===== src/design/duiv_pkg.sv =====
// types, constants and header lookup functions of the data url image validator
`default_nettype none

package duiv_pkg;

    localparam int CHAR_W      = 16;
    localparam int LEN_W       = 21;
    localparam int TYPE_COUNT  = 5;
    localparam int HDR_MAX_LEN = 23;
    localparam int HDR_POS_W   = 5;

    typedef logic [CHAR_W-1:0]     t_char;
    typedef logic [LEN_W-1:0]      t_len;
    typedef logic [TYPE_COUNT-1:0] t_cand;
    typedef logic [HDR_POS_W-1:0]  t_hdr_pos;
    typedef logic [2:0]            t_type;

    localparam t_len     LENGTH_MAX      = {LEN_W{1'b1}};
    localparam t_len     MAX_CHARS_RESET = 21'd1500000;
    localparam t_hdr_pos HDR_POS_MAX     = {HDR_POS_W{1'b1}};

    // image type codes, one candidate bit each
    localparam t_type TYPE_JPEG = 3'd0;
    localparam t_type TYPE_PNG  = 3'd1;
    localparam t_type TYPE_GIF  = 3'd2;
    localparam t_type TYPE_WEBP = 3'd3;
    localparam t_type TYPE_BMP  = 3'd4;

    // ascii code units used by the checks
    localparam t_char CH_COMMA   = 16'h002C;
    localparam t_char CH_EQUAL   = 16'h003D;
    localparam t_char CH_PLUS    = 16'h002B;
    localparam t_char CH_SLASH   = 16'h002F;
    localparam t_char CH_DIGIT_0 = 16'h0030;
    localparam t_char CH_DIGIT_9 = 16'h0039;
    localparam t_char CH_UPPER_A = 16'h0041;
    localparam t_char CH_UPPER_Z = 16'h005A;
    localparam t_char CH_LOWER_A = 16'h0061;
    localparam t_char CH_LOWER_Z = 16'h007A;
    localparam t_char CASE_DELTA = 16'h0020;

    // full headers, shorter ones padded at the top
    localparam logic [HDR_MAX_LEN*8-1:0] HDR_STR_JPEG = "data:image/jpeg;base64,";
    localparam logic [HDR_MAX_LEN*8-1:0] HDR_STR_PNG  = "data:image/png;base64,";
    localparam logic [HDR_MAX_LEN*8-1:0] HDR_STR_GIF  = "data:image/gif;base64,";
    localparam logic [HDR_MAX_LEN*8-1:0] HDR_STR_WEBP = "data:image/webp;base64,";
    localparam logic [HDR_MAX_LEN*8-1:0] HDR_STR_BMP  = "data:image/bmp;base64,";

    function automatic t_hdr_pos hdr_len(input t_type k);
        t_hdr_pos len;
        case (k)
            TYPE_JPEG: len = 5'd23;
            TYPE_PNG:  len = 5'd22;
            TYPE_GIF:  len = 5'd22;
            TYPE_WEBP: len = 5'd23;
            TYPE_BMP:  len = 5'd22;
            default:   len = 5'd0;
        endcase
        return len;
    endfunction

    // header byte at position p of type k, zero past its end
    function automatic logic [7:0] hdr_byte(input t_type k, input t_hdr_pos p);
        logic [HDR_MAX_LEN*8-1:0] s;
        t_hdr_pos                 len;
        t_hdr_pos                 idx;
        logic [7:0]               b;
        case (k)
            TYPE_JPEG: s = HDR_STR_JPEG;
            TYPE_PNG:  s = HDR_STR_PNG;
            TYPE_GIF:  s = HDR_STR_GIF;
            TYPE_WEBP: s = HDR_STR_WEBP;
            TYPE_BMP:  s = HDR_STR_BMP;
            default:   s = '0;
        endcase
        len = hdr_len(k);
        b   = 8'h00;
        if (p < len) begin
            idx = len - 5'd1 - p;
            b   = s[{idx, 3'b000} +: 8];
        end
        return b;
    endfunction

    function automatic logic is_b64(input t_char c);
        return ((c >= CH_UPPER_A) && (c <= CH_UPPER_Z)) ||
               ((c >= CH_LOWER_A) && (c <= CH_LOWER_Z)) ||
               ((c >= CH_DIGIT_0) && (c <= CH_DIGIT_9)) ||
               (c == CH_PLUS) || (c == CH_SLASH);
    endfunction

endpackage

`default_nettype wire


===== src/design/duiv_stream_if.sv =====
// valid/ready channel interfaces for characters in and verdicts out
`default_nettype none

interface duiv_char_if;
    import duiv_pkg::*;

    logic  valid;
    logic  ready;
    t_char character;
    logic  last;

    modport source (output valid, output character, output last, input ready);
    modport sink   (input valid, input character, input last, output ready);
endinterface

interface duiv_res_if;
    logic valid;
    logic ready;
    logic valid_res;

    modport source (output valid, output valid_res, input ready);
    modport sink   (input valid, input valid_res, output ready);
endinterface

`default_nettype wire


===== src/design/data_url_image_validator.sv =====
// streaming validator for inline image data urls, top level
//
// takes a data url one utf-16 code unit per transaction on i_char_ch, with
// last marking the final character, and returns one verdict transaction on
// o_res_ch per url: valid_res is 1 when the header folds (ascii only) to
// data:image/<jpeg|png|gif|webp|bmp>;base64, up to the first comma, the
// payload is a non-empty multiple of four made of base64 characters with at
// most two trailing '=' and at least one data character, and the total length
// is within max_chars. the block takes one character every clock cycle unless
// stalled; a character is held in the input register and checked against
// small match and counter registers; the verdict enters the result register
// as the last character leaves the input register. the input side stalls only
// when a verdict waits to be taken and the input register holds the last
// character of the next url. max_chars resets to 1500000 and is written by the
// user via i_cfg_we / i_cfg_wdata only between urls, unenforced by the block.
`default_nettype none

module data_url_image_validator (
    input  wire               i_clk,
    input  wire               i_rst_n,
    duiv_char_if.sink         i_char_ch,
    duiv_res_if.source        o_res_ch,
    input  wire               i_cfg_we,
    input  duiv_pkg::t_len    i_cfg_wdata
);
    import duiv_pkg::*;

    // input register
    logic     r_in_valid;
    t_char    r_in_char;
    logic     r_in_last;

    // result register
    logic     r_out_valid;
    logic     r_out_res;

    // configuration
    t_len     r_max_chars;

    // per-url scan state
    logic     r_in_payload;
    t_hdr_pos r_hdr_pos;
    t_cand    r_cand;
    t_len     r_total;
    logic     r_too_long;
    logic [1:0] r_mod4;
    logic     r_data_seen;
    logic [1:0] r_pad_cnt;
    logic     r_failed;

    logic     n_in_payload;
    t_hdr_pos n_hdr_pos;
    t_cand    n_cand;
    t_len     n_total;
    logic     n_too_long;
    logic [1:0] n_mod4;
    logic     n_data_seen;
    logic [1:0] n_pad_cnt;
    logic     n_failed;

    logic     w_out_free;
    logic     w_adv;
    logic     w_in_take;
    t_char    w_fold;
    logic     w_hdr_ok;
    logic     w_ok;

    // handshake: the input register drains unless a finished verdict blocks it
    assign w_out_free      = !r_out_valid || o_res_ch.ready;
    assign w_adv           = r_in_valid && (!r_in_last || w_out_free);
    assign i_char_ch.ready = !r_in_valid || w_adv;
    assign w_in_take       = i_char_ch.valid && i_char_ch.ready;

    // ascii upper case folded down for the header compare
    assign w_fold = ((r_in_char >= CH_UPPER_A) && (r_in_char <= CH_UPPER_Z)) ?
                    (r_in_char + CASE_DELTA) : r_in_char;

    always_comb begin
        n_in_payload = r_in_payload;
        n_hdr_pos    = r_hdr_pos;
        n_cand       = r_cand;
        n_total      = r_total;
        n_too_long   = r_too_long;
        n_mod4       = r_mod4;
        n_data_seen  = r_data_seen;
        n_pad_cnt    = r_pad_cnt;
        n_failed     = r_failed;
        w_hdr_ok     = 1'b0;

        // saturating length count
        if (r_total == LENGTH_MAX) begin
            n_too_long = 1'b1;
        end else begin
            n_total = r_total + 1'b1;
        end

        if (!r_in_payload) begin
            if (r_in_char == CH_COMMA) begin
                // some surviving type must end exactly here
                for (int k = 0; k < TYPE_COUNT; k++) begin
                    if (r_cand[k] &&
                        ({1'b0, hdr_len(t_type'(k))} == ({1'b0, r_hdr_pos} + 6'd1))) begin
                        w_hdr_ok = 1'b1;
                    end
                end
                if (!w_hdr_ok) begin
                    n_failed = 1'b1;
                end
                n_in_payload = 1'b1;
            end else begin
                for (int k = 0; k < TYPE_COUNT; k++) begin
                    if ((r_hdr_pos >= hdr_len(t_type'(k))) ||
                        (w_fold != {8'h00, hdr_byte(t_type'(k), r_hdr_pos)})) begin
                        n_cand[k] = 1'b0;
                    end
                end
                if (r_hdr_pos != HDR_POS_MAX) begin
                    n_hdr_pos = r_hdr_pos + 1'b1;
                end
            end
        end else begin
            if (r_in_char == CH_EQUAL) begin
                // a third pad character fails
                if (r_pad_cnt >= 2'd2) begin
                    n_failed = 1'b1;
                end else begin
                    n_pad_cnt = r_pad_cnt + 1'b1;
                end
            end else begin
                // nothing but pad may follow pad
                if (r_pad_cnt != 2'd0) begin
                    n_failed = 1'b1;
                end
                if (is_b64(r_in_char)) begin
                    n_data_seen = 1'b1;
                end else begin
                    n_failed = 1'b1;
                end
            end
            n_mod4 = r_mod4 + 1'b1;
        end
    end

    // verdict from the state including the last character
    assign w_ok = !n_failed && n_in_payload && n_data_seen && (n_mod4 == 2'd0) &&
                  !n_too_long && (n_total <= r_max_chars);

    always_ff @(posedge i_clk) begin
        if (!i_rst_n) begin
            r_in_valid   <= 1'b0;
            r_out_valid  <= 1'b0;
            r_max_chars  <= MAX_CHARS_RESET;
            r_in_payload <= 1'b0;
            r_hdr_pos    <= '0;
            r_cand       <= '1;
            r_total      <= '0;
            r_too_long   <= 1'b0;
            r_mod4       <= 2'd0;
            r_data_seen  <= 1'b0;
            r_pad_cnt    <= 2'd0;
            r_failed     <= 1'b0;
        end else begin
            if (i_cfg_we) begin
                r_max_chars <= i_cfg_wdata;
            end

            // input register
            if (w_in_take) begin
                r_in_valid <= 1'b1;
            end else if (w_adv) begin
                r_in_valid <= 1'b0;
            end

            // scan state: commit, or start over after the last character
            if (w_adv) begin
                if (r_in_last) begin
                    r_in_payload <= 1'b0;
                    r_hdr_pos    <= '0;
                    r_cand       <= '1;
                    r_total      <= '0;
                    r_too_long   <= 1'b0;
                    r_mod4       <= 2'd0;
                    r_data_seen  <= 1'b0;
                    r_pad_cnt    <= 2'd0;
                    r_failed     <= 1'b0;
                end else begin
                    r_in_payload <= n_in_payload;
                    r_hdr_pos    <= n_hdr_pos;
                    r_cand       <= n_cand;
                    r_total      <= n_total;
                    r_too_long   <= n_too_long;
                    r_mod4       <= n_mod4;
                    r_data_seen  <= n_data_seen;
                    r_pad_cnt    <= n_pad_cnt;
                    r_failed     <= n_failed;
                end
            end

            // result register
            if (w_adv && r_in_last) begin
                r_out_valid <= 1'b1;
            end else if (o_res_ch.ready) begin
                r_out_valid <= 1'b0;
            end
        end
    end

    // payload registers, no reset
    always_ff @(posedge i_clk) begin
        if (w_in_take) begin
            r_in_char <= i_char_ch.character;
            r_in_last <= i_char_ch.last;
        end
        if (w_adv && r_in_last) begin
            r_out_res <= w_ok;
        end
    end

    assign o_res_ch.valid     = r_out_valid;
    assign o_res_ch.valid_res = r_out_res;

endmodule

`default_nettype wire


===== src/flat_wrapper.sv =====
// flat-port wrapper written by rule: the top's interface ports become plain ports
module data_url_image_validator_flat import duiv_pkg::*;
  (i_clk, i_rst_n, i_cfg_we, i_cfg_wdata, i_char_ch_valid, i_char_ch_character, i_char_ch_last, i_char_ch_ready, o_res_ch_valid, o_res_ch_valid_res, o_res_ch_ready);
  duiv_char_if i_char_ch_i ();
  duiv_res_if o_res_ch_i ();
  input  wire i_clk;
  input  wire i_rst_n;
  input  wire i_cfg_we;
  input  duiv_pkg::t_len i_cfg_wdata;
  input wire logic [$bits(i_char_ch_i.valid)-1:0] i_char_ch_valid;
  input wire logic [$bits(i_char_ch_i.character)-1:0] i_char_ch_character;
  input wire logic [$bits(i_char_ch_i.last)-1:0] i_char_ch_last;
  output wire logic [$bits(i_char_ch_i.ready)-1:0] i_char_ch_ready;
  output wire logic [$bits(o_res_ch_i.valid)-1:0] o_res_ch_valid;
  output wire logic [$bits(o_res_ch_i.valid_res)-1:0] o_res_ch_valid_res;
  input wire logic [$bits(o_res_ch_i.ready)-1:0] o_res_ch_ready;
  assign i_char_ch_i.valid = i_char_ch_valid;
  assign i_char_ch_i.character = i_char_ch_character;
  assign i_char_ch_i.last = i_char_ch_last;
  assign i_char_ch_ready = i_char_ch_i.ready;
  assign o_res_ch_valid = o_res_ch_i.valid;
  assign o_res_ch_valid_res = o_res_ch_i.valid_res;
  assign o_res_ch_i.ready = o_res_ch_ready;
  data_url_image_validator u_core (.i_clk(i_clk), .i_rst_n(i_rst_n), .i_char_ch(i_char_ch_i), .o_res_ch(o_res_ch_i), .i_cfg_we(i_cfg_we), .i_cfg_wdata(i_cfg_wdata));
endmodule

===== config.mk =====
export PLATFORM = sky130hd
export DESIGN_NAME = data_url_image_validator_flat
export DESIGN_NICKNAME = d
export VERILOG_FILES = /design/src/design/duiv_pkg.sv /design/src/design/duiv_stream_if.sv /design/src/design/data_url_image_validator.sv /design/src/flat_wrapper.sv
export SDC_FILE = /design/constraint.sdc
export NUM_CORES = 1
export LEC_CHECK = 0
export BUFFER_PORTS_ARGS = -buffer_cell sky130_fd_sc_hd__buf_2
export CORE_AREA = 2 2 109 111
export CTS_CLUSTER_SIZE = 24
export DETAILED_ROUTE_END_ITERATION = 10
export DIE_AREA = 0 0 111 113
export PLACE_DENSITY = 0.77
export SYNTH_ARGS = -nofsm -noshare
export SYNTH_HDL_FRONTEND = slang
export SYNTH_SLANG_ARGS = --single-unit
export TNS_END_PERCENT = 30

===== constraint.sdc =====
create_clock -name i_clk -period 3.8 [get_ports i_clk]
set_input_delay 0 -clock i_clk [delete_from_list [all_inputs] [get_ports i_clk]]
set_output_delay 0 -clock i_clk [all_outputs]
set_load 0.02 [all_outputs]

Yosys cells after proc, flatten, opt, wreduce, memory -nomap -nowiden
Index checks and enable logic that the tools add are counted.

word-level totals
  flip-flop bits (word level) = 80
  input port bits = 43

cells by class
  add/subtract/negate cells = 10
  magnitude comparators = 12
  equal/unequal tests = 16
  shifts and indexed selects = 5
  mux-type cells = 82
  reductions and logical operators = 52

operator list
  operator                                                             number
  two-way mux 184 bit                                                  10
  variable part select 184 x 9 -> 8 bit                                5
  two-way mux 8 bit                                                    15
  != test 16 x 8 -> 1 bit                                              5
  two-way mux 5 bit                                                    15
  == test 16 x 6 -> 1 bit (second input constant)                      4
  two-way mux 21 bit                                                   2
  two-way mux 1 bit                                                    33
  greater-or-equal comparator 16 x 7 -> 1 bit (second input constant)  2
  <= comparator 16 x 7 -> 1 bit (second input constant)                2
  AND reduction 4 bit                                                  7
  nonzero test 2 bit                                                   11
  adder 21 x 1 -> 21 bit (second input constant)                       1
  == test 21 bit (second input constant)                               1
  <= comparator 21 bit                                                 1
  adder 16 x 6 -> 16 bit (second input constant)                       1
  greater-or-equal comparator 16 x 6 -> 1 bit (second input constant)  1
  <= comparator 16 x 6 -> 1 bit (second input constant)                1
  logical AND 1 bit                                                    16
  two-way mux 16 bit                                                   1
  == test 5 x 6 -> 1 bit                                               2
  logical OR 1 bit                                                     12
  two-way mux 2 bit                                                    6
  greater-or-equal comparator 5 bit                                    2
  11 further kinds                                                     21

Longest topological paths before layout
  depth after elaboration = 21
  depth in mapped cells = 16
  mapped depth without buffers = 16

Least setup slack after synthesis
Ideal clock, no wire load.

  kind = reg2reg
  from = register u_core.r_total[0]
  to = register u_core.r_out_res, in the netlist u_core.o_res_ch.valid_res, data pin
  library setup time = 0.167 ns
  arrival time = 3.250 ns
  required time = 3.633 ns
  slack = 0.383 ns
  cell stages (with the launch flop) = 16
  path buffers = 0
  cells stage by stage = dfxtp_1 -> ha_1 -> nand3_1 -> nor3_1 -> nand4_1 -> and3_1 -> and2_1 -> nand2_1 -> xnor2_1 -> ha_1 -> a21o_1 -> a21oi_1 -> o21ai_0 -> a2111oi_0 -> o31ai_1 -> a211oi_1

on the way
  longest elaborated chain between the ends = 5
  elaborated cells between the ends (all ways) = 8

RTL lines
  what                                                            RTL line                         RTL
  from (decl)                                                     data_url_image_validator.sv:44   t_len r_total;
  from (signal assigned)                                          data_url_image_validator.sv:190  r_total <= n_total;
  branches (longest 4 deep; another with adder 21 x 1 -> 21 bit)  --
  logical AND 1 bit (*)                                           data_url_image_validator.sv:146  !n_too_long && (n_total <= r_max_chars);
  named net u_core.w_ok                                           data_url_image_validator.sv:66   logic w_ok;
  to (signal assigned)                                            data_url_image_validator.sv:215  r_out_res <= w_ok;
  to (decl)                                                       data_url_image_validator.sv:35   logic r_out_res;

Mark *: on every way through the listed nets, which the timed path passes.
A chain may end at the register's enable or synchronous reset.

Worst setup path in the final report
  from = register u_core.r_total[7]
  to = register u_core.r_out_res, in the netlist u_core.o_res_ch.valid_res, data pin

Same word-level chain as after synthesis.

==> results.sh <==
export IMPL_critPathLaunchType="register"
export IMPL_clock_path_buffers=2
export IMPL_skew_ns=0.00862
export IMPL_synth_edf_count=18
export IMPL_drt_initial_drc_count=535
export IMPL_hold_class="input pin to register"
export IMPL_antenna_found_initial=0
export IMPL_required_ns=3.97
export IMPL_n_antenna_cell=0
export IMPL_crit_slowest_cell="dfxtp_1"
export IMPL_cts_sinks=80
export IMPL_reg2reg_to="u_core.o_res_ch.valid_res$_DFFE_PP_"
export IMPL_antenna_left=0
export IMPL_drv_cap=0
export IMPL_drcViolationCount=0
export IMPL_grt_max_degree=38
export IMPL_htree_levels=3
export IMPL_max_stage_delay_ns=0.49
export IMPL_layout_setup_ws_ns=0.323
export IMPL_finalCritPeriodShare=0.915
export IMPL_yosysTopAreaCell="dfxtp_1"
export IMPL_path_depth=15
export IMPL_seq_area_frac_synth=0.292
export IMPL_clk_pin_slew_ns=0.06
export IMPL_worst_pin_slew_ns=1.00
export IMPL_synth_fp_nets=859
export IMPL_slew_limit_headroom=0.329
export IMPL_worstSetupPathType="register to register"
export IMPL_crit_chain="nand4_1, nor3_2, nand4_1, buf_4, and2_1, and3_1, xor2_1, ha_1, a21o_1, a21o_1, a21oi_1, nor2_1, a211oi_2, o31ai_1, a211oi_1"
export IMPL_via_per_inst=6.08
export IMPL_reg2reg_slack_ns=0.32
export IMPL_drt_first_pass_iters=6
export IMPL_period_needed_ns=3.48
export IMPL_grt_pass1_vias=5680
export IMPL_avgSynthCellArea_sq_um=7.89
export IMPL_grt_first_pass_wirelength_mm=27.7
export IMPL_ff2ff_path_depth=15
export IMPL_gp_congestion=0.940
export IMPL_setup_viol=0
export IMPL_syn_cell_area_sq_mm=0.00611
export IMPL_yosysTopAreaCellShare=0.203
export IMPL_cp_num_buf_inv=1
export IMPL_power_density_mw_per_mm2=280
export IMPL_cts_tree="done"
export IMPL_final_nets=923
export IMPL_slew_viol_final=0
export IMPL_async_flop_share=0
export IMPL_hpwlAfterDp_mm=11.5
export IMPL_synth_commonest_cells="nand2_1 (72), nor2_1 (71), dfxtp_1 (62)"
export IMPL_reg2reg_from="u_core.r_total[7]$_SDFFE_PN0P_"
export IMPL_ys_seq_elements=80
export IMPL_status="completed"
export IMPL_synth_area_top_cells="dfxtp_1 (20%), edfxtp_1 (8.8%), ha_1 (8.4%)"
export IMPL_num_rows=39
export IMPL_dieArea_sq_mm=0.0125
export IMPL_ys_flop_type="dfxtp_1"
export IMPL_critPathLaunch="u_core.r_total[7]$_SDFFE_PN0P_"
export IMPL_clock_latency_ns=0.34
export IMPL_routed_wl_mm=16.6
export IMPL_post_drt_wl_per_cell_um=16.8
export IMPL_postLayoutCellArea_sq_mm=0.00717
export IMPL_rsz0062_at_grt="no"
export IMPL_yosysWarnings=0
export IMPL_ioPinCount=46
export IMPL_place_ws_ns=0.126
export IMPL_grt_usage=0.267
export IMPL_grt_overflow_total=0
export IMPL_crit_arrival_ns=3.65
export IMPL_die_h_um=113
export IMPL_crit_path_end_kind="register"
export IMPL_syn_inst=775
export IMPL_placed_cell_area_sq_mm=0.00646
export IMPL_initial_utilization=0.542
export IMPL_fin_tns_setup_ns=0
export IMPL_crit_path_end="u_core.o_res_ch.valid_res$_DFFE_PP_"
export IMPL_crit_family="simple AND/OR/NAND/NOR gates"
export IMPL_drive_gt1_frac=0.128
export IMPL_yosysMostFrequentCell="nand2_1"
export IMPL_cellLeakagePower_nw=2.98
export IMPL_critPathMaxFanout=7
export IMPL_io_buffers=45
export IMPL_core_sq_mm=0.0113
export IMPL_peakVddDrop_uv=299
export IMPL_max_freq_mhz=288
export IMPL_finalHoldViolCount=0
export IMPL_area_growth_pct=17.3
export IMPL_dieWidth_um=111
export IMPL_synth_distinct_cells=67
export IMPL_via_count=6005
export IMPL_hold_slack_ns=0.0414
export IMPL_cts_root_buf="clkbuf_16"
export IMPL_cts_made_buffers=9
[layout by cell type (no fill, tap or decap), types with 14 or more instances in the layout]
cell type	instances
nand2_1	72
nand2b_1	14
a31oi_1	15
o211ai_1	18
buf_4	19
ha_1	41
nand3_1	27
inv_1	38
buf_2	45
dlygate4sd3_1	39
nor2b_1	17
edfxtp_1	18
a21oi_1	56
mux2i_1	24
nor3_1	18
dfxtp_1	61
o21ai_0	36
xnor2_1	30
nor2_1	71
[power by group]
group | internal, W | switching (W)
Clock | 0.000499 | 0.000343
Sequential | 0.000902 | 0.0000269
Combinational | 0.000108 | 0.000128
[kinds of logic (layout without fill, tap and decap cells)]
kind of cell	after synthesis	count (layout)	share of synthesized area
AO/OA/AOI/OAI	201	201	0.216
AND/OR/NAND/NOR	298	298	0.250
buffers and inverters	88	157	0.0563
multiplexers	27	27	0.0448
adder cells (fa/ha/maj)	41	41	0.0839
XOR/XNOR	40	40	0.0573
flip-flops	80	80	0.292
[worst min-delay path by stage]
stage / startpoint / end / slack, ns / cells after the start
6_report: o_res_ch_ready / u_core.r_in_valid$_SDFFE_PN0P_ / 0.04 / 4
5_1_grt: o_res_ch_ready / u_core.o_res_ch.valid$_SDFFE_PN0P_ / 0.08 / 3
4_1_cts: o_res_ch_ready / u_core.r_in_valid$_SDFFE_PN0P_ / 0.04 / 4
3_5_place_dp: i_char_ch_character[0] / u_core.r_in_char[0]$_DFFE_PP_ / 0.18 / 1
3_3_place_gp: i_char_ch_last / u_core.r_in_last$_DFFE_PP_ / 0.18 / 1
2_1_floorplan: i_char_ch_character[0] / u_core.r_in_char[0]$_DFFE_PP_ / 0.1 / 0
[worst min-delay path: stages]
cell	delay, ns
buf_2	0.08
nor2b_1	0.07
nand3_1	0.10
a21boi_0	0.08
[repair_timing]
action                                  CTS  global route
hold endpoints to repair                 39             0
hold buffers                             39             0
resized for setup                         0             7
setup buffers                             0             1
endpoints found under the setup margin    0             1
[layer usage]
metal	wire length, um	GRT usage	part of all wire	vias to the layer above
met4	379	0.0933	0.023	0
met2	7750	0.441	0.47	222
met5	0	0	0	-
met3	1000	0.0428	0.061	35
li1	-	-	-	2916
met1	7430	0.359	0.45	2832
[registers in the layout, summed over array words and instances, names as in the netlist, 2 cells and up]
name,cells
u_core.r_hdr_pos,5
u_core.r_cand,5
u_core.r_total,21
u_core.r_pad_cnt,2
u_core.r_in_char,16
u_core.r_mod4,2
u_core.r_max_chars,21
[metrics by stage]
stage	util	total power, W	instances
detailed placement	0.573	0.00114	931
global placement	0.573	0.00114	931
global route	0.636	0.00208	987
CTS	0.633	0.00202	986
floorplan	-	0.00108	775
finish	0.636	0.00201	987
[layout make-up]
type / instances / area [sq um]
fillers: 928 / 4100
flip-flops and latches: 80 / 1780
well taps: 143 / 179
inverters: 38 / 143
repair buffers: 103 / 758
clock buffers: 12 / 268
clock inverters: 4 / 25.0
multi-input cells: 607 / 4010
No activity file was read; power rests on OpenSTA's default activity.
